File: src/sv/capm_pkg.sv
`timescale 1ns / 1ps
package capm_pkg;

  localparam int COORD_W = 24;
  localparam int THR_W   = 23;
  localparam int DIFF_W  = COORD_W + 1;
  localparam int SQ_W    = 2 * COORD_W + 1;
  localparam int DIST_W  = SQ_W + 1;
  localparam int T2_W    = 2 * THR_W;
  localparam int MIN_LIST = 3;
  localparam logic [THR_W-1:0] THR_RESET = THR_W'(16);

  typedef struct packed {
    logic signed [COORD_W-1:0] y;
    logic signed [COORD_W-1:0] x;
  } point_t;

  typedef enum logic [3:0] {
    S_LOAD,
    S_THR,
    S_T2,
    S_RD,
    S_DX,
    S_DY,
    S_ADD,
    S_CMP,
    S_ERD,
    S_EOUT
  } state_t;

  function automatic logic signed [COORD_W-1:0] floor_mid(
    input logic signed [COORD_W-1:0] a,
    input logic signed [COORD_W-1:0] b
  );
    logic signed [DIFF_W-1:0] s;
    s = {a[COORD_W-1], a} + {b[COORD_W-1], b};
    return s[DIFF_W-1:1];
  endfunction

  function automatic logic signed [DIFF_W-1:0] sdiff(
    input logic signed [COORD_W-1:0] a,
    input logic signed [COORD_W-1:0] b
  );
    return {a[COORD_W-1], a} - {b[COORD_W-1], b};
  endfunction

endpackage

File: src/sv/capm_sq.sv
`timescale 1ns / 1ps
module capm_sq (
  input  logic                                clk,
  input  logic signed [capm_pkg::DIFF_W-1:0]  a,
  output logic        [capm_pkg::SQ_W-1:0]    sq
);
  import capm_pkg::*;

  logic signed [2*DIFF_W-1:0] full;

  assign full = a * a;

  always_ff @(posedge clk) begin
    sq <= full[SQ_W-1:0];
  end

endmodule

File: config.mk
export PLATFORM = sky130hd
export DESIGN_NAME = capm_sq
export DESIGN_NICKNAME = d
export VERILOG_FILES = /design/src/sv/capm_pkg.sv /design/src/sv/capm_sq.sv
export SDC_FILE = /design/constraint.sdc
export NUM_CORES = 2
export LEC_CHECK = 0
export BUFFER_PORTS_ARGS = -buffer_cell sky130_fd_sc_hd__buf_2
export CORE_MARGIN = 2
export CORE_UTILIZATION = 35
export CTS_CLUSTER_DIAMETER = 200
export CTS_CLUSTER_SIZE = 28
export DETAILED_ROUTE_END_ITERATION = 6
export HOLD_SLACK_MARGIN = 0.08
export SYNTH_ARGS = -nofsm -noshare
export SYNTH_HDL_FRONTEND = slang
export SYNTH_SLANG_ARGS = --single-unit
File: constraint.sdc
create_clock -name clk -period 6.27 [get_ports clk]
set_input_delay 0.3135 -clock clk [delete_from_list [all_inputs] [get_ports clk]]
set_output_delay 0.3135 -clock clk [all_outputs]
set_load 0.02 [all_outputs]
# After elaboration in Yosys (flattened, before gate mapping)
# Cells that the tools add are included.
[totals]
regBits = 49
input_bits = 26
output_inout_bits = 49
elab_cells = 2
[op_classes]
multipliers = 1
[ops]
columns = ["operator", "n"]
rows = [
  ["$mul 25x25->49", 1],
]

# Depth between registers and ports, before layout
[logic_depth]
depth_word = 1
depth_mapped = 27
mapped_depth_nobuf = 24

# Least setup slack after synthesis
# No wires, ideal clock.
[synth_path]
path_kind = "input port to flip-flop"
startpoint = "input port a[1] in the netlist's numbering"
endpoint = "register sq[45] in the netlist's numbering"
setup_ps = 131
t_arrival_ps = 6674
t_required_ps = 6139
slack_ps = -535
cell_stages = 23
path_buffers = 2
cell_sequence = "clkbuf_1 -> clkbuf_1 -> nand2_1 -> inv_1 -> fa_1 -> inv_1 -> fa_1 -> fa_1 -> inv_1 -> fa_1 -> fa_1 -> inv_1 -> fa_1 -> fa_1 -> inv_1 -> ha_1 -> a21o_1 -> a21o_1 -> a221o_1 -> a21o_1 -> a21oi_1 -> o31ai_1 -> xor2_1"
[synth_via]
elab_chain_len = 1
[synth_rtl]
columns = ["element", "line_no", "text"]
rows = [
  ["start: declaration", "capm_sq.sv:4", "input logic signed [capm_pkg::DIFF_W-1:0] a,"],
  ["$mul 25x25->49", "capm_sq.sv:11", "assign full = a * a;"],
  ["net full[45]", "capm_sq.sv:9", "logic signed [2*DIFF_W-1:0] full;"],
  ["end signal: assignment", "capm_sq.sv:14", "sq <= full[SQ_W-1:0];"],
  ["end: declaration", "capm_sq.sv:5", "output logic [capm_pkg::SQ_W-1:0] sq"],
]
# The timed path passes the listed nets, and every way through them passes these cells.

# Final worst setup path
[layout_path]
startpoint = "input port a[4] in the netlist's numbering"
endpoint = "register sq[47] in the netlist's numbering"
# The elaborated chain is that of the path after synthesis.

==> impl_metrics.json <==
{
  "slowest_stage": "fa_2",
  "fin_crit_sh": 0.991,
  "gp_congestion": 0.902,
  "critPathBufInv": 10,
  "fin_nets": 3367,
  "h-tree-depth": 2,
  "top_register": "sq",
  "grt_pass1_vias": 17920,
  "root_buffer": "clkbuf_16",
  "antenna_left": 0,
  "crit_start": "a[4]",
  "ios": 75,
  "seqCellArea_um2": 961,
  "setup_viol": 0,
  "fillers": 5681,
  "yosys_warnings": 0,
  "via_per_inst": 4.60,
  "final_cell_area_um2": 26700,
  "worstPathRequired_ns": 6.49,
  "layout_common_cells": "inv_1, fa_1, buf_4",
  "hold_path.class": "in -> reg",
  "dp_hpwl_um": 51000,
  "die_y_um": 251,
  "post-route-min-period_ns": 6.21,
  "synth_area_um2": 21300,
  "cts_buffers": 5,
  "synth_seq_cells": 48,
  "fmax_ghz": 0.161,
  "finalHoldViolCount": 0,
  "slowest_delay_ns": 0.56,
  "rows": 90,
  "synthFlopType": "dfxtp_1",
  "worstHoldStart": "a[1]",
  "async_flop_share": 0,
  "largest_reg_flops": 48,
  "drt_iter0_markers": 634,
  "cp_top_family": "adder cells",
  "antenna_found_initial": 1,
  "area_growth_pct": 25.4,
  "dr.pass1.iters": 5,
  "avgRoutedWirePerCell_um": 17.0,
  "crit_top_cell": "fa_1",
  "dieWidth_um": 251,
  "start_kind": "input port",
  "path_class": "in -> reg",
  "cts_tree": "done",
  "syn_inst": 2191,
  "end_kind": "register",
  "grt-ovfl-total": 0,
  "final_common_cell": "inv_1",
  "core_area_um2": 60200,
  "cap_violations": 0,
  "reg_top3": "sq x48",
  "placed_area_um2": 25200,
  "grt_max_degree": 23,
  "design.die.area_um2": 62800,
  "seq_area_frac_synth": 0.0451,
  "status": "complete, no violations",
  "numClockSinks": 48,
  "drive_gt1_frac": 0.241,
  "rsz0062_at_grt": "yes",
  "critPathMaxFanout": 5,
  "crit_arrival_ns": 6.43,
  "multi_input_area_um2": 18200,
  "grt_pass1_wl_um": 94600,
  "syn_avg_cell_area_um2": 9.72,
  "synth_nets": 2965,
  "clk_path_buf_depth": 2,
  "yosysUniqueCellTypes": 67,
  "io_buffers": 73,
  "grtUsageTotal": 0.194,
  "drv_slew": 0,
  "drc": 0,
  "vias": 15527,
  "synth_edf_count": 0,
  "clkTransAtPathRegs_ns": 0.08,
  "initial_utilization": 0.353,
  "tns_ns": 0,
  "routed_wl_um": 57600
}
-- repair_timing --
action / CTS / global route
endpoints found under the hold margin: 0 / 0
endpoints found under the setup margin: 23 / 25
gates cloned: 0 / 0
setup buffers: 3 / 25
resized for setup: 82 / 196
pin swaps: 25 / 110
hold buffers: 0 / 0
-- layer usage --
layer  GRT usage  up-vias  share of wire
met5           0        -              0
met4      0.0636        0          0.030
met3      0.0405       94          0.054
met2       0.340      382           0.51
met1       0.239     8016           0.41
li1            -     7035              -
-- worst min-delay path, delay by kind of cell --
kind | cells | cell delay [ns]
and+or+nand+nor | 1 | 0.14
buffers and inverters | 2 | 0.32
-- synthesized netlist by cell type, drive strengths merged (8+ instances only) --
master,instances,area [um2]
and2,115,719
ha,149,1860
fa,599,12000
dfxtp,48,961
a21o,22,165
nand2b,11,68.8
o21ai,19,106
o21bai,11,86.3
xor2,24,210
inv,713,2680
nor2,38,143
xnor2,38,333
nor2b,14,87.6
nand2,204,766
a21oi,42,210
nand3,11,67.6
clkbuf,58,219
and3,8,50.1
-- layout make-up --
| class | count | share of cell area |
|---|---|---|
| antenna | 2 | 0.000187 |
| clock buffer | 6 | 0.00520 |
| sequential | 48 | 0.0360 |
| multi-input combinational | 1370 | 0.683 |
| clock inverter | 2 | 0.00145 |
| timing repair buffer | 455 | 0.137 |
| inverter | 713 | 0.101 |
| tap | 782 | 0.0366 |
-- cells by family after synthesis --
logic type      share of synthesized area
flops                              0.0451
fa+ha+maj                           0.651
compound gates                     0.0459
buf+inv                             0.137
simple gates                       0.0946
mux                               0.00147
other cells                      0.000176
xor+xnor                           0.0255
-- final timing paths --
kind / end / slack [ns] / depth (start not counted)
max: sq[47] / 0.06 / 27
min: sq[2] / 0.49 / 3
-- through the flow --
step	hold slack [ns]	utilization	setup WS [ns]	std cells
3_3_place_gp	0.730	0.418	-0.776	3340
5_1_grt	0.499	0.443	-0.155	3377
3_5_place_dp	0.728	0.418	-0.878	3340
2_1_floorplan	0.341	-	0.0111	2191
4_1_cts	0.529	0.426	0.00101	3351
6_report	0.492	0.443	0.0567	3378
Power is not shown: default switching activity piles up to over one toggle a cycle in this logic, so the estimate is an artifact.
